**config.mk**
```make
export PLATFORM = sky130hd
export DESIGN_NAME = cluster_map_mru_cache
export DESIGN_NICKNAME = d
export VERILOG_FILES = /design/src/cmm_pkg.sv /design/src/cmm_match_unit.sv /design/src/cluster_map_mru_cache.sv
export SDC_FILE = /design/constraint.sdc
export NUM_CORES = 1
export LEC_CHECK = 0
export BUFFER_PORTS_ARGS = -buffer_cell sky130_fd_sc_hd__buf_2
export CORE_ASPECT_RATIO = 0.8
export CORE_MARGIN = 1.5
export CORE_UTILIZATION = 65
export CTS_CLUSTER_DIAMETER = 80
export DETAILED_ROUTE_END_ITERATION = 8
export PLACE_DENSITY = 0.93
export SLEW_MARGIN = 15
export SYNTH_ARGS = -nofsm -noshare
export SYNTH_HDL_FRONTEND = slang
export SYNTH_SLANG_ARGS = --single-unit
```
**constraint.sdc**
```tcl
create_clock -name clock -period 18.65 [get_ports clock]
set_clock_uncertainty 0.05 [all_clocks]
set_input_delay 0.9325 -clock clock [delete_from_list [all_inputs] [get_ports clock]]
set_output_delay 0.9325 -clock clock [all_outputs]
set_load 0.01 [all_outputs]
```
**src/cmm_pkg.sv**
```systemverilog
// shared types, opcodes and constants for the cluster map mru cache
package cmm_pkg;

   localparam int CMM_DEFAULT_ENTRIES = 8;
   localparam int VOL_W               = 4;
   localparam int FIELD_W             = 28;

   typedef enum logic [1:0] {
      OP_LOOKUP   = 2'd0,
      OP_ADD      = 2'd1,
      OP_INV_FILE = 2'd2,
      OP_INV_VOL  = 2'd3
   } opcode_type;

   typedef enum logic [1:0] {
      ST_IDLE,
      ST_WALK,
      ST_DONE
   } state_type;

   typedef enum logic [1:0] {
      MODE_LOOKUP,
      MODE_ADD,
      MODE_INVAL
   } walk_mode_type;

   typedef struct packed {
      logic [VOL_W-1:0]   volume;
      logic [FIELD_W-1:0] start;
      logic [FIELD_W-1:0] index;
      logic [FIELD_W-1:0] disk;
   } entry_type;

   typedef struct packed {
      logic [VOL_W-1:0]   volume;
      logic [FIELD_W-1:0] start;
      logic [FIELD_W-1:0] target;
      logic [FIELD_W-1:0] known_index;
      logic [FIELD_W-1:0] known_disk;
      logic [FIELD_W-1:0] floor_index;
      logic               vol_only;
   } cmp_req_type;

   typedef struct packed {
      logic lookup_take;
      logic idx_eq_target;
      logic add_hit;
      logic disk_diff;
      logic inval_hit;
   } cmp_result_type;

endpackage

```
**src/cmm_match_unit.sv**
```systemverilog
// shared entry compare unit: checks one cache entry against the current request
module cmm_match_unit (
   input  cmm_pkg::entry_type      entry,
   input  logic                    entry_valid,
   input  cmm_pkg::cmp_req_type    req,
   output cmm_pkg::cmp_result_type result
);
   import cmm_pkg::*;

   logic vol_hit;
   logic key_hit;

   always_comb begin
      vol_hit = entry_valid && (entry.volume == req.volume);
      key_hit = vol_hit && (entry.start == req.start);

      result.lookup_take   = key_hit && (entry.index <= req.target)
                             && (entry.index > req.floor_index);
      result.idx_eq_target = (entry.index == req.target);
      result.add_hit       = key_hit && (entry.index == req.known_index);
      result.disk_diff     = (entry.disk != req.known_disk);
      result.inval_hit     = req.vol_only ? vol_hit : key_hit;
   end

endmodule

```
**src/cluster_map_mru_cache.sv**
```systemverilog
// top level of the cluster map mru cache: sequencer, entry memory and recency list
//
// Fully associative cache of (volume, start cluster, file index) -> disk cluster
// with CACHE_ENTRIES slots kept in most-recent-first order. Each request word
// yields exactly one response word. The block takes one request at a time:
// req_ready is high only while the sequencer is idle. Every request but a
// lookup with a zero start cluster walks the recency list one position per
// cycle through a single compare unit, reading the entry memory in the cycle
// before the compare. A lookup walks the whole list but stops early when the
// exact index is found, and one with a zero start cluster answers without a
// walk; an add stops at its matching entry; an invalidate walks the whole
// list; an add that meets the same key with a different disk cluster reports
// corruption and then runs a full invalidate walk. The walk length, and so the
// rate, is set by the one-entry-per-cycle compare unit. Lookups do not reorder
// the list; a matching add moves its entry to the front and a missing add
// replaces the least recent slot. Entry fields reset to nothing; only the
// per-slot valid bits and the recency list are reset, the list to slot order.
module cluster_map_mru_cache #(
   parameter int CACHE_ENTRIES = cmm_pkg::CMM_DEFAULT_ENTRIES
) (
   input  logic                        clock,
   input  logic                        reset,
   // request channel
   input  logic                        req_valid,
   output logic                        req_ready,
   input  logic [1:0]                  req_opcode,
   input  logic [cmm_pkg::VOL_W-1:0]   req_volume_id,
   input  logic [cmm_pkg::FIELD_W-1:0] req_start_cluster,
   input  logic [cmm_pkg::FIELD_W-1:0] req_target_index,
   input  logic [cmm_pkg::FIELD_W-1:0] req_known_index,
   input  logic [cmm_pkg::FIELD_W-1:0] req_known_disk_cluster,
   // response channel
   output logic                        rsp_valid,
   input  logic                        rsp_ready,
   output logic [cmm_pkg::FIELD_W-1:0] rsp_best_index,
   output logic [cmm_pkg::FIELD_W-1:0] rsp_best_disk_cluster,
   output logic                        rsp_exact_hit,
   output logic                        rsp_corruption
);
   import cmm_pkg::*;

   localparam int SW = $clog2(CACHE_ENTRIES);
   localparam logic [SW-1:0] LAST_POS     = SW'(CACHE_ENTRIES - 1);
   localparam logic [SW-1:0] LAST_ADD_POS = SW'(CACHE_ENTRIES - 2);

   // sequencer state
   state_type     state_ff, state_in;
   walk_mode_type mode_ff, mode_in;

   // captured request word
   opcode_type          op_ff, op_in;
   logic [VOL_W-1:0]    vol_ff, vol_in;
   logic [FIELD_W-1:0]  start_ff, start_in;
   logic [FIELD_W-1:0]  target_ff, target_in;
   logic [FIELD_W-1:0]  kidx_ff, kidx_in;
   logic [FIELD_W-1:0]  kdisk_ff, kdisk_in;

   // running result
   logic [FIELD_W-1:0]  best_i_ff, best_i_in;
   logic [FIELD_W-1:0]  best_d_ff, best_d_in;
   logic                exact_ff, exact_in;
   logic                corrupt_ff, corrupt_in;

   // recency list (position 0 = most recent), walk copy and valid bits
   logic [SW-1:0] order_ff [CACHE_ENTRIES];
   logic [SW-1:0] order_in [CACHE_ENTRIES];
   logic [SW-1:0] scan_ff  [CACHE_ENTRIES];
   logic [SW-1:0] scan_in  [CACHE_ENTRIES];
   logic          valid_ff [CACHE_ENTRIES];
   logic          valid_in [CACHE_ENTRIES];

   // walk control: issue stage reads memory, eval stage compares
   logic [SW-1:0] issue_pos_ff, issue_pos_in;
   logic          issuing_ff, issuing_in;
   logic          eval_vld_ff, eval_vld_in;
   logic          rd_last_ff;
   logic [SW-1:0] rd_pos_ff;
   logic [SW-1:0] rd_slot_ff;
   logic          rd_valid_ff;
   entry_type     rd_entry_ff;

   // entry memory
   entry_type     mem [CACHE_ENTRIES];
   entry_type     fill_entry;
   logic          mem_we;

   // response register
   logic                rsp_valid_ff, rsp_valid_in;
   logic [FIELD_W-1:0]  rsp_best_index_ff, rsp_best_disk_ff;
   logic                rsp_exact_ff, rsp_corrupt_ff;
   logic                rsp_load;

   // compare unit
   cmp_req_type    cmp_req;
   cmp_result_type cmp_res;

   // walk events
   logic          last_pos;
   logic          accept;
   logic          quick_lookup;
   logic          lookup_stop;
   logic          restart;
   logic          walk_fin;
   logic          fill;
   logic          mtf_en;
   logic [SW-1:0] mtf_pos;
   logic [SW-1:0] mtf_slot;
   logic          clr_en;

   assign req_ready = (state_ff == ST_IDLE);
   assign accept    = req_valid && req_ready;
   assign quick_lookup = (opcode_type'(req_opcode) == OP_LOOKUP) && (req_start_cluster == '0);

   always_comb begin
      cmp_req.volume      = vol_ff;
      cmp_req.start       = start_ff;
      cmp_req.target      = target_ff;
      cmp_req.known_index = kidx_ff;
      cmp_req.known_disk  = kdisk_ff;
      cmp_req.floor_index = best_i_ff;
      cmp_req.vol_only    = (op_ff == OP_INV_VOL);
   end

   cmm_match_unit u_match (
      .entry       (rd_entry_ff),
      .entry_valid (rd_valid_ff),
      .req         (cmp_req),
      .result      (cmp_res)
   );

   // what the evaluated position decides
   always_comb begin
      last_pos    = (mode_ff == MODE_ADD) ? (issue_pos_ff == LAST_ADD_POS)
                                          : (issue_pos_ff == LAST_POS);
      lookup_stop = eval_vld_ff && (mode_ff == MODE_LOOKUP)
                    && cmp_res.lookup_take && cmp_res.idx_eq_target;
      restart     = eval_vld_ff && (mode_ff == MODE_ADD)
                    && cmp_res.add_hit && cmp_res.disk_diff;
      mtf_en      = 1'b0;
      mtf_pos     = rd_pos_ff;
      mtf_slot    = rd_slot_ff;
      fill        = eval_vld_ff && (mode_ff == MODE_ADD) && rd_last_ff && !cmp_res.add_hit;
      clr_en      = eval_vld_ff && (mode_ff == MODE_INVAL) && cmp_res.inval_hit;
      if (eval_vld_ff && (mode_ff == MODE_ADD) && cmp_res.add_hit && !cmp_res.disk_diff) begin
         mtf_en = 1'b1;
      end else if (fill) begin
         // least recent slot is overwritten and moved to the front
         mtf_en   = 1'b1;
         mtf_pos  = LAST_POS;
         mtf_slot = order_ff[CACHE_ENTRIES-1];
      end
      walk_fin = eval_vld_ff && !restart
                 && (rd_last_ff || lookup_stop
                     || ((mode_ff == MODE_ADD) && cmp_res.add_hit));
      rsp_load = (state_ff == ST_DONE) && (!rsp_valid_ff || rsp_ready);
      mem_we   = fill;
      fill_entry.volume = vol_ff;
      fill_entry.start  = start_ff;
      fill_entry.index  = kidx_ff;
      fill_entry.disk   = kdisk_ff;
   end

   // next state
   always_comb begin
      state_in = state_ff;
      unique case (state_ff)
         ST_IDLE: begin
            if (accept) begin
               state_in = quick_lookup ? ST_DONE : ST_WALK;
            end
         end
         ST_WALK: begin
            if (walk_fin) begin
               state_in = ST_DONE;
            end
         end
         ST_DONE: begin
            if (rsp_load) begin
               state_in = ST_IDLE;
            end
         end
         default: state_in = ST_IDLE;
      endcase
   end

   // datapath and walk control
   always_comb begin
      mode_in      = mode_ff;
      op_in        = op_ff;
      vol_in       = vol_ff;
      start_in     = start_ff;
      target_in    = target_ff;
      kidx_in      = kidx_ff;
      kdisk_in     = kdisk_ff;
      best_i_in    = best_i_ff;
      best_d_in    = best_d_ff;
      exact_in     = exact_ff;
      corrupt_in   = corrupt_ff;
      issue_pos_in = issue_pos_ff;
      issuing_in   = issuing_ff;
      eval_vld_in  = 1'b0;
      order_in     = order_ff;
      scan_in      = scan_ff;
      valid_in     = valid_ff;
      rsp_valid_in = rsp_valid_ff;

      if (accept) begin
         op_in        = opcode_type'(req_opcode);
         vol_in       = req_volume_id;
         start_in     = req_start_cluster;
         target_in    = req_target_index;
         kidx_in      = req_known_index;
         kdisk_in     = req_known_disk_cluster;
         exact_in     = 1'b0;
         corrupt_in   = 1'b0;
         scan_in      = order_ff;
         issue_pos_in = '0;
         issuing_in   = !quick_lookup;
         unique case (opcode_type'(req_opcode))
            OP_LOOKUP: begin
               mode_in   = MODE_LOOKUP;
               best_i_in = req_known_index;
               best_d_in = req_known_disk_cluster;
            end
            OP_ADD: begin
               mode_in   = MODE_ADD;
               best_i_in = '0;
               best_d_in = '0;
            end
            OP_INV_FILE, OP_INV_VOL: begin
               mode_in   = MODE_INVAL;
               best_i_in = '0;
               best_d_in = '0;
            end
            default: mode_in = MODE_INVAL;
         endcase
      end

      // issue stage: read the slot at the head of the walk copy
      if ((state_ff == ST_WALK) && issuing_ff) begin
         for (int q = 0; q < CACHE_ENTRIES - 1; q++) begin
            scan_in[q] = scan_ff[q+1];
         end
         issue_pos_in = issue_pos_ff + 1'b1;
         if (last_pos) begin
            issuing_in = 1'b0;
         end
         eval_vld_in = !(walk_fin || restart);
      end

      // eval stage
      if (eval_vld_ff && (mode_ff == MODE_LOOKUP) && cmp_res.lookup_take) begin
         best_i_in = rd_entry_ff.index;
         best_d_in = rd_entry_ff.disk;
         if (cmp_res.idx_eq_target) begin
            exact_in = 1'b1;
         end
      end
      if (walk_fin) begin
         issuing_in = 1'b0;
      end
      if (restart) begin
         // corruption: sweep the whole list clearing the file
         mode_in      = MODE_INVAL;
         corrupt_in   = 1'b1;
         scan_in      = order_ff;
         issue_pos_in = '0;
         issuing_in   = 1'b1;
      end
      if (clr_en) begin
         valid_in[rd_slot_ff] = 1'b0;
      end
      if (fill) begin
         valid_in[order_ff[CACHE_ENTRIES-1]] = 1'b1;
      end
      if (mtf_en) begin
         for (int q = 0; q < CACHE_ENTRIES; q++) begin
            if (q == 0) begin
               order_in[q] = mtf_slot;
            end else if (SW'(q) <= mtf_pos) begin
               order_in[q] = order_ff[q-1];
            end
         end
      end

      // response register
      if (rsp_load) begin
         rsp_valid_in = 1'b1;
      end else if (rsp_valid_ff && rsp_ready) begin
         rsp_valid_in = 1'b0;
      end
   end

   // control registers
   always_ff @(posedge clock) begin
      if (reset) begin
         state_ff     <= ST_IDLE;
         mode_ff      <= MODE_LOOKUP;
         issuing_ff   <= 1'b0;
         eval_vld_ff  <= 1'b0;
         issue_pos_ff <= '0;
         rsp_valid_ff <= 1'b0;
         for (int q = 0; q < CACHE_ENTRIES; q++) begin
            order_ff[q] <= SW'(q);
            valid_ff[q] <= 1'b0;
         end
      end else begin
         state_ff     <= state_in;
         mode_ff      <= mode_in;
         issuing_ff   <= issuing_in;
         eval_vld_ff  <= eval_vld_in;
         issue_pos_ff <= issue_pos_in;
         rsp_valid_ff <= rsp_valid_in;
         order_ff     <= order_in;
         valid_ff     <= valid_in;
      end
   end

   // payload registers
   always_ff @(posedge clock) begin
      op_ff      <= op_in;
      vol_ff     <= vol_in;
      start_ff   <= start_in;
      target_ff  <= target_in;
      kidx_ff    <= kidx_in;
      kdisk_ff   <= kdisk_in;
      best_i_ff  <= best_i_in;
      best_d_ff  <= best_d_in;
      exact_ff   <= exact_in;
      corrupt_ff <= corrupt_in;
      scan_ff    <= scan_in;
      rd_last_ff  <= last_pos;
      rd_pos_ff   <= issue_pos_ff;
      rd_slot_ff  <= scan_ff[0];
      rd_valid_ff <= valid_ff[scan_ff[0]];
      if (rsp_load) begin
         rsp_best_index_ff <= best_i_ff;
         rsp_best_disk_ff  <= best_d_ff;
         rsp_exact_ff      <= exact_ff;
         rsp_corrupt_ff    <= corrupt_ff;
      end
   end

   // entry memory: one write port, one registered read port
   always_ff @(posedge clock) begin
      if (mem_we) begin
         mem[order_ff[CACHE_ENTRIES-1]] <= fill_entry;
      end
      rd_entry_ff <= mem[scan_ff[0]];
   end

   assign rsp_valid             = rsp_valid_ff;
   assign rsp_best_index        = rsp_best_index_ff;
   assign rsp_best_disk_cluster = rsp_best_disk_ff;
   assign rsp_exact_hit         = rsp_exact_ff;
   assign rsp_corruption        = rsp_corrupt_ff;

   // compares only happen inside a walk
   a_eval_in_walk : assert property (@(posedge clock) disable iff (reset)
      eval_vld_ff |-> (state_ff == ST_WALK))
      else $error("compare stage active outside walk");

   // an exact hit is always above a zero floor
   a_exact_nonzero : assert property (@(posedge clock) disable iff (reset)
      (rsp_valid_ff && rsp_exact_ff) |-> (rsp_best_index_ff != '0))
      else $error("exact hit with zero index");

   // corruption comes only from an add, which carries no lookup result
   a_corrupt_clean : assert property (@(posedge clock) disable iff (reset)
      (rsp_valid_ff && rsp_corrupt_ff) |-> (!rsp_exact_ff && (rsp_best_index_ff == '0)))
      else $error("corruption word carries lookup result");

   // a response is only loaded when the register is free or being drained
   a_no_overwrite : assert property (@(posedge clock) disable iff (reset)
      (rsp_valid_ff && !rsp_ready) |=> (rsp_valid_ff && (state_ff != ST_IDLE
         || $past(state_ff) != ST_DONE)))
      else $error("pending response overwritten");

endmodule
```
==> Word-level counts from Yosys, hierarchy flattened <==
Memories as Yosys holds them, arrays and structs flattened. A register that Yosys moved wholly into a read port is not among the register bits.
Index checks and enable logic that the tools add are counted.
{ "classes": {"n_bitwise": 7, "n_mux": 47, "n_eq_ne": 18, "order_cmp": 14, "reduce_logical": 57, "addsub": 1} }
{ "ops": {"columns": ["operator", "count"], "rows": [
  ["28-bit 2-to-1 mux", 4],
  ["28-bit case mux with 2 select lines", 2],
  ["28-bit == test", 3],
  ["24-bit 2-to-1 mux", 2],
  ["28-bit greater-than comparator", 1],
  ["28-bit <= comparator", 1],
  ["28-bit zero test", 1],
  ["28-bit != test", 1],
  ["1-bit logical AND", 26],
  ["21-bit 2-to-1 mux", 1],
  ["1-bit 2-to-1 mux", 19],
  ["3-bit 2-to-1 mux", 6],
  ["8-bit 2-to-1 mux", 2],
  ["2-bit AND reduction", 7],
  ["4-bit >= comparator (second input constant)", 3],
  ["3-bit <= comparator (first input constant)", 4],
  ["2-bit 2-to-1 mux", 6],
  ["3-bit NOT with 4-bit output", 3],
  ["2-bit case mux with 3 select lines", 2],
  ["2-bit == test (second input constant)", 5],
  ["8-bit bitwise AND", 1],
  ["4-bit by 1-bit < comparator with 1-bit output (second input constant)", 2],
  ["8-bit NOT", 1],
  ["8-bit OR", 1],
  ["19 further kinds", 40]
]} }
{ "totals": {"ram_bits": 704, "reg_bits": 308, "elab_cells": 194, "in_bits": 122, "n_memories": 1} }
{ "mem_list": {"columns": ["memory", "words", "word_bits", "read_ports", "rd_ports_with_merged_regs", "wr", "line_no", "source"], "rows": [
  ["mem", 8, 88, 1, 1, 1, "cluster_map_mru_cache.sv:83", "entry_type mem [CACHE_ENTRIES];"]
]} }

==> Logic depth before layout (Yosys ltp) <==
Gate-level depths: netlist of the first run.
{ "depth": {"word_depth": 12, "mapped_depth": 12} }

==> Hierarchy <==
Synthesis of the first run repeated with hierarchy kept, for this count alone.
{ "unflattened": {"hier_cells": 2170, "area_unflattened_um2": 41681.2} }
{ "by_module_without_submodules": {"columns": ["module", "cells_per_inst", "n_inst", "area_each_um2"], "rows": [
  ["cluster_map_mru_cache", 1850, 1, 39296.4],
  ["cmm_match_unit", 320, 1, 2384.8]
]} }

==> Worst setup path after synthesis of the first run <==
No wires, ideal clock.
{ "synth_path": {"path_type": "flip-flop to flip-flop", "startpoint": "register kidx_ff[21]", "endpoint": "memory mem[0][0] (netlist name) (enable)", "arrival_time_ns": 9.457, "path_stages_with_launch": 7, "required_ns": 17.849, "period_less_slack_ns": 10.258, "path_buffers": 0, "setup_slack_ns": 8.392, "path_cell_list": "edfxtp_1 > xor2_1 > nor4_1 > nand4_1 > nor4_4 > a21o_2 > nor4_1"} }
{ "synth_between": {"elab_chain_cells": 6} }
{ "synth_rtl": {"columns": ["item", "line_no", "source"], "rows": [
  ["start, declared", "cluster_map_mru_cache.sv:55", "logic [FIELD_W-1:0] kidx_ff, kidx_in;"],
  ["start signal, assigned", "cluster_map_mru_cache.sv:325", "kidx_ff <= kidx_in;"],
  ["28-bit == test", "cmm_match_unit.sv:20", "result.add_hit = key_hit && (entry.index == req.known_index);"],
  ["1-bit logical AND", "cmm_match_unit.sv:20", null],
  ["1-bit zero test", "cluster_map_mru_cache.sv:142", "fill = eval_vld_ff && (mode_ff == MODE_ADD) && rd_last_ff && !cmp_res.add_hit;"],
  ["1-bit logical AND", "cluster_map_mru_cache.sv:142", null],
  ["1-bit 2-to-1 mux", "cluster_map_mru_cache.sv:346", "if (mem_we) begin"],
  ["1-bit 2-to-1 mux (not written as such)", "cluster_map_mru_cache.sv:347", "mem[order_ff[CACHE_ENTRIES-1]] <= fill_entry;"],
  ["end, declared", "cluster_map_mru_cache.sv:83", null]
]} }
No other way between the ends.

==> Worst setup path in the final report of the first run <==
{ "layout_path": {"startpoint": "register start_ff[27]", "endpoint": "memory mem[6][84] (netlist name) (enable)"} }
{ "layout_between": {"elab_chain_cells": 7} }
{ "layout_rtl": {"columns": ["item", "line_no", "source"], "rows": [
  ["start, declared", "cluster_map_mru_cache.sv:53", "logic [FIELD_W-1:0] start_ff, start_in;"],
  ["start signal, assigned", "cluster_map_mru_cache.sv:323", "start_ff <= start_in;"],
  ["28-bit == test", "cmm_match_unit.sv:15", "key_hit = vol_hit && (entry.start == req.start);"],
  ["1-bit logical AND", "cmm_match_unit.sv:15", null],
  ["1-bit logical AND", "cmm_match_unit.sv:20", null],
  ["1-bit zero test", "cluster_map_mru_cache.sv:142", null],
  ["1-bit logical AND", "cluster_map_mru_cache.sv:142", null],
  ["1-bit 2-to-1 mux", "cluster_map_mru_cache.sv:346", null],
  ["1-bit 2-to-1 mux (not written as such)", "cluster_map_mru_cache.sv:347", null]
]} }
No other way between the ends.

==> results.py, run 1 <==
metrics = {
    "floorplan": {
        "dieArea_mm2": 0.0661,
        "ios": 182,
        "fp.dieH_um": 230,
        "start_util_pct": 65.6,
        "rows": 83,
        "chipWidth_um": 287,
        "core_region_area_mm2": 0.0640,
    },
    "synth": {
        "synth_cells": 2152,
        "synth_top_family_by_area": "multiplexers",
        "async_flop_share_pct": 0,
        "synth_cell_type_count": 68,
        "synthFlopType": "edfxtp_1",
        "synth-compound-area-share_pct": 1.74,
        "syn_nets": 2331,
        "synth_top_area_share_pct": 68.7,
        "synth_area_leaders": "edfxtp_1 (69%), mux4_2 (9.5%), dfxtp_1 (6.7%), mux2_2 (2.4%), mux2i_1 (1.9%)",
        "synth.avg_cell_area_um2": 19.5,
        "ys_seq_area_share_pct": 75.3,
        "synthAdderAreaFrac_pct": 1.70,
        "synthXorXnorAreaFrac_pct": 1.82,
        "synth-edff-count": 960,
        "syn_area_mm2": 0.0420,
        "ys_ff_latch": 1100,
        "yosys.area.top_type": "edfxtp_1",
        "yosys-top-cells-count": "edfxtp_1 (960), mux4_2 (178), dfxtp_1 (140)",
        "synth_most_common_cell": "edfxtp_1",
        "synthSimpleGateAreaFrac_pct": 2.88,
        "synthMuxAreaShare_pct": 14.6,
        "ys_warn_count": 0,
    },
    "setup_path": {
        "path_class": "reg2reg",
        "worstPathArrival_ps": 5530,
        "cp_common_cell": "buf_4",
        "path_delay_family": "simple AND/OR/NAND/NOR gates",
        "slowest_delay_ps": 860,
        "r2r-start": "start_ff[27]",
        "endpoint_kind": "flip-flop",
        "startpoint_type": "flip-flop",
        "path_cells": "xor2_1 > nor4_1 > nand4_1 > nor3_4 > a21oi_2 > nand2_1 > nor3_2 > buf_4 > buf_4",
        "cp_num_buf_inv": 2,
        "crit_required_ps": 18870,
        "critPathLaunch": "start_ff[27]",
        "worst_path_max_delay_cell": "a21oi_2",
        "critPathMaxFanout": 43,
    },
    "placed_design": {
        "port_buffers": 181,
        "dp.cells": 3135,
        "dpl.hpwl_um": 54900,
        "pre_cts_ws_ps": 13580,
        "place_congestion": 0.888,
    },
    "pwr": {
        "seqPwrFrac_pct": 53.9,
        "pwr-share-clk_pct": 39.6,
        "combPwrFrac_pct": 6.5,
        "peakVddDrop_mv": 0.0820,
        "p_sw_uw": 1170,
        "p_int_uw": 4020,
        "p_leak_uw": 0.0167,
        "sw_frac_of_total_pct": 22.5,
        "power.total_uw": 5190,
        "power_density_mw_per_mm2": 110,
    },
    "status": {
        "status": "completed",
    },
    "sta": {
        "hold_violations": 0,
        "maxSlewHeadroom_pct": 23.4,
        "setup-violations-final": 0,
        "fin_crit_sh_pct": 28.5,
        "tightest_slew_ps": 1150,
        "slew_viol_final": 0,
        "fin_setup_tns_ps": 0,
        "fin_crit_ps": 5310,
        "max_freq_ghz": 0.188,
        "rsz0062_at_grt": "false",
        "finalWorstSetupSlack_ps": 13340,
    },
    "global_route": {
        "overflow": 0,
        "grt_pass1_wl_um": 150000,
        "grt_pass1_vias": 23000,
        "grt_antenna_before_repair": 5,
        "grt_max_degree": 122,
        "track_usage_pct": 31.2,
    },
    "routing": {
        "drt_iter0_markers": 3239,
        "first_pass_iters": 6,
        "wl_per_cell_um": 30.9,
        "ant_nets": 0,
        "vias": 22400,
        "wl_um": 103000,
        "viasPerCell": 6.74,
        "drc": 0,
    },
    "finish": {
        "nets": 2564,
        "layout-drive-gt1-share_pct": 27.6,
        "synthToLayoutAreaGrowth_pct": 12.4,
        "final_core_util_pct": 73.7,
        "fin_cells": 3321,
    },
    "clock_network": {
        "root_buffer": "clkbuf_16",
        "cts_resized": 0,
        "cts.clk_slew.worst_paths_ps": 70,
        "clock_path_buffers": 3,
        "htreeDepth": 3,
        "post-cts-setup-buffers": 0,
        "clkLatencyLatePin_ps": 680,
        "cts_sinks": 1100,
        "cts_made_buffers": 97,
        "cts_hold_buf": 0,
        "cts_tree": "yes",
    },
    "hold_path": {
        "hp-start": "issue_pos_ff[1]",
        "hp-class": "reg2reg",
    },
    "job": {
        "drv_cap": 0,
    },
}
per-layer routing:
metal  wire, µm  part of all wire (%)  track usage (%)
met5         18                 0.018                0
met4       5000                   4.9             14.2
met3      11700                    11             6.01
met2      49700                    48             50.1
met1      36100                    35             42.1
through the flow:
step / hold slack, ps / instance area (µm²)
floorplan: 296 / 42000
global placement: 332 / 43900
detailed placement: 337 / 43900
CTS: 362 / 47100
global route: 367 / 47200
finish: 365 / 47200
registers in the layout (all words and copies together), names as in the netlist, 3 cells and up:
name / cells
rsp_best_disk_cluster: 28
start_ff: 28
kdisk_ff: 28
scan_ff: 24
valid_ff: 8
issue_pos_ff: 3
best_d_ff: 28
rd_slot_ff: 3
rd_pos_ff: 3
order_ff: 24
best_i_ff: 28
target_ff: 28
rsp_best_index: 28
kidx_ff: 28
vol_ff: 4
mem: 704
rd_entry_ff: 88
placed cells by master (no fill, tap or decap), types with 4 or more instances in the layout:
| cell | netlist | routed |
|---|---|---|
| a21o_1 | 9 | 9 |
| a21oi_1 | 28 | 27 |
| a21oi_4 | 4 | 4 |
| buf_2 | 5 | 181 |
| buf_4 | 4 | 28 |
| bufinv_16 | 0 | 7 |
| clkbuf_1 | 48 | 24 |
| clkbuf_16 | 0 | 100 |
| clkbuf_8 | 0 | 12 |
| clkinv_1 | 0 | 6 |
| clkinv_2 | 0 | 24 |
| clkinvlp_4 | 0 | 5 |
| dfxtp_1 | 140 | 140 |
| edfxtp_1 | 960 | 960 |
| ha_1 | 57 | 57 |
| inv_1 | 125 | 120 |
| inv_6 | 0 | 5 |
| mux2_2 | 90 | 90 |
| mux2_4 | 20 | 20 |
| mux2i_1 | 79 | 79 |
| mux4_2 | 178 | 178 |
| nand2_1 | 97 | 96 |
| nand2b_1 | 5 | 5 |
| nand3_1 | 11 | 11 |
| nand4_1 | 28 | 28 |
| nor2_1 | 35 | 34 |
| nor2b_1 | 7 | 6 |
| nor3_1 | 7 | 5 |
| nor4_1 | 28 | 26 |
| o211ai_1 | 7 | 7 |
| o21ai_0 | 11 | 11 |
| o41ai_1 | 5 | 5 |
| or3_1 | 4 | 4 |
| xnor2_1 | 26 | 26 |
| xor2_1 | 61 | 61 |
power groups by stage:
| stage | logic, µW | registers (µW) | clock network [µW] |
|---|---|---|---|
| after CTS | 331 | 2790 | 2060 |
| after global routing | 355 | 2800 | 2150 |
| after global placement | 305 | 2840 | 0 |
| final | 337 | 2800 | 2060 |
| after detailed placement | 317 | 2840 | 0 |
| after floorplan | 222 | 2820 | 0 |
cell type report:
type	count	area (µm²)
inverter	125	479
antenna	3	7.51
sequential	1100	31600
multi-input combinational	850	9590
clock inverter	46	480
fill	3239	16800
tap	850	1060
clock buffer	136	2760
timing repair buffer	211	1160
final timing paths:
check	endpoint	cells after the start	slack (ps)
worst max-delay path	mem[6][84]	9	13340
worst min-delay path	rd_pos_ff[1]	0	360
worst max register to register	mem[6][84]	9	13340
worst min register to register	rd_pos_ff[1]	0	360
cell families after synthesis:
group	after synthesis
AND/OR/NAND/NOR	240
AO/OA/AOI/OAI	99
multiplexers	367
XOR/XNOR	87
buffers and inverters	202
adder cells (fa/ha/maj)	57
flip-flops	1100
worst register-to-register path: cells and delay by family (launching register included):
family	cells	cell delay, ps
AOI/OAI and AO/OA	1	870
xor gates and xnor gates	1	380
buffers and inverters	2	1550
DFF	1	520
and+or+nand+nor	5	1520
No activity file was read; power rests on OpenSTA's default activity.
==> run 2, diff against run 1 <==
- CORE_UTILIZATION: 65 -> 55
- PLACE_DENSITY: 0.93 -> 0.85
- clock period: 18.65 -> 4.52 ns (I/O delays scaled with it)
==> results.py, run 2 (synthesis gave the netlist of run 1 again) <==
metrics = {
    "pwr": {
        "power_density_mw_per_mm2": 443,
        "p_sw_uw": 4800,
        "seqPwrFrac_pct": 53.2,
        "pwr-share-clk_pct": 40.2,
        "peakVddDrop_mv": 0.341,
        "p_int_uw": 16900,
        "sw_frac_of_total_pct": 22.1,
        "p_leak_uw": 0.0174,
        "combPwrFrac_pct": 6.6,
    },
    "sta": {
        "max_freq_ghz": 0.269,
        "maxSlewHeadroom_pct": 17.7,
        "finalWorstSetupSlack_ps": 807,
        "fin_crit_sh_pct": 82.1,
        "fin_crit_ps": 3710,
        "setup-violations-final": 0,
        "hold_violations": 0,
        "rsz0062_at_grt": "false",
        "slew_viol_final": 0,
        "tightest_slew_ps": 1230,
    },
    "setup_path": {
        "reg2reg_depth": 8,
        "cp_num_buf_inv": 2,
        "cp.depth": 8,
        "worst_path_max_delay_cell": "nor4_1",
        "path_class": "reg2reg",
        "worstPathArrival_ps": 3960,
        "path_cells": "xor2_1 > nor4_1 > nand4_1 > nor4_4 > a21o_2 > or3_1 > clkinv_2 > buf_4",
        "r2r_end": "mem[5][75]",
        "path_delay_family": "simple AND/OR/NAND/NOR gates",
        "crit_end": "mem[5][75]",
        "crit_required_ps": 4770,
        "r2r-start": "kidx_ff[21]",
        "slowest_delay_ps": 630,
        "critPathLaunch": "kidx_ff[21]",
        "endpoint_kind": "flip-flop",
        "startpoint_type": "flip-flop",
        "critPathMaxFanout": 49,
        "reg2reg_slack_ps": 810,
    },
    "finish": {
        "regArea_mm2": 0.0316,
        "nFillCells": 4697,
        "synthToLayoutAreaGrowth_pct": 16.6,
        "final_core_util_pct": 64.9,
        "layout_common_cells": "edfxtp_1 (960), buf_2 (181), mux4_2 (178)",
        "nets": 2695,
        "largest_reg_flops": 704,
        "multi_input_area_mm2": 0.00962,
        "final_common_cell": "edfxtp_1",
        "layout-drive-gt1-share_pct": 26.5,
    },
    "floorplan": {
        "start_util_pct": 55.6,
        "rows": 90,
        "fp.dieH_um": 250,
        "dieArea_mm2": 0.0780,
        "ios": 182,
        "core_region_area_mm2": 0.0754,
        "chipWidth_um": 312,
    },
    "placed_design": {
        "pre_cts_ws_ps": 948,
        "dpl.hpwl_um": 52600,
        "port_buffers": 181,
        "place_congestion": 0.840,
    },
    "global_route": {
        "track_usage_pct": 25.1,
        "grt_pass1_wl_um": 145000,
        "busiest_layer": "met2",
        "grt_use_met2_pct": 42.2,
        "grt_max_degree": 83,
        "grt_antenna_before_repair": 2,
        "overflow": 0,
        "grtUsageMet3_pct": 5.22,
        "met1_usage_pct": 33.4,
        "grt_pass1_vias": 23200,
    },
    "job": {
        "drv_cap": 0,
    },
    "routing": {
        "drc": 0,
        "ant_nets": 0,
        "wl_per_cell_um": 27.1,
        "first_pass_iters": 6,
        "vias": 21900,
        "wl_um": 98000,
        "drt_iter0_markers": 2683,
        "viasPerCell": 6.06,
    },
    "clock_network": {
        "cts.clk_slew.worst_paths_ps": 70,
        "cts_tree": "yes",
        "post-cts-setup-buffers": 0,
        "clkLatencyLatePin_ps": 680,
        "cts_made_buffers": 101,
        "htreeDepth": 3,
        "clock_path_buffers": 3,
        "cts_sinks": 1100,
        "root_buffer": "clkbuf_16",
    },
    "status": {
        "status": "completed",
    },
    "hold_path": {
        "hp-class": "in2reg",
    },
}
-- run 2: cell count changes in the layout (fill, tap and decap cells not counted), sizes merged, moves of 3 or more --
cell,delta
bufinv,+4
buf,+7
clkbuf,-4
dlygate4sd3,+120
clkinvlp,-3
clkinv,+12
-- run 2: what timing repair did --
item                       CTS  global route
hold endpoints to repair   178             0
setup endpoints to repair    0             0
gates resized for setup      0             0
hold buffers               120             0
-- run 2: power groups by stage --
stage | Sequential (µW) | Combinational [µW] | Clock (µW)
floorplan | 11600 | 915 | 0
global placement | 11700 | 1240 | 0
detailed placement | 11700 | 1290 | 0
CTS | 11500 | 1410 | 8780
global route | 11600 | 1530 | 9190
finish | 11500 | 1430 | 8730
-- run 2: worst min-delay path by stage --
stage,startpoint,end,slack [ps],cells past startpoint
2_1_floorplan,req_known_disk_cluster[0],kdisk_ff[0],270,0
3_3_place_gp,issue_pos_ff[1],rd_pos_ff[1],330,0
3_5_place_dp,issue_pos_ff[2],rd_pos_ff[2],340,0
4_1_cts,reset,valid_ff[4],70,2
5_1_grt,reset,valid_ff[4],140,2
6_report,reset,valid_ff[4],110,2
-- run 2: cell type report --
class | count | share of cell area, %
clock inverter | 57 | 1.40
sequential | 1100 | 64.6
multi-input combinational | 850 | 19.6
tap | 1012 | 2.59
antenna | 2 | 0.0102
inverter | 125 | 0.979
timing repair buffer | 338 | 5.22
clock buffer | 132 | 5.57
-- run 2: worst register-to-register path, cell delays in order, from the launching register on --
cell	delay [ps]
edfxtp_1	530
xor2_1	280
nor4_1	630
nand4_1	240
nor4_4	510
a21o_2	380
or3_1	200
clkinv_2	80
buf_4	410
-- run 2: metrics by stage --
step | power (µW) | hold WS (ps) | TNS, ps | area [µm²] | instances
floorplan | 12600 | 275 | -352350 | 42000 | 2152
global placement | 13000 | 334 | 0 | 44300 | 3304
detailed placement | 13000 | 338 | 0 | 44300 | 3304
CTS | 21700 | 74.4 | 0 | 48900 | 3613
global route | 22300 | 136 | 0 | 49000 | 3615
finish | 21700 | 111 | 0 | 49000 | 3616
-- run 2: layer usage --
layer	up-vias	wire, µm
met5	-	13
met4	2	2800
met3	223	8830
met2	1290	49100
met1	11200	37300
li1	9196	-
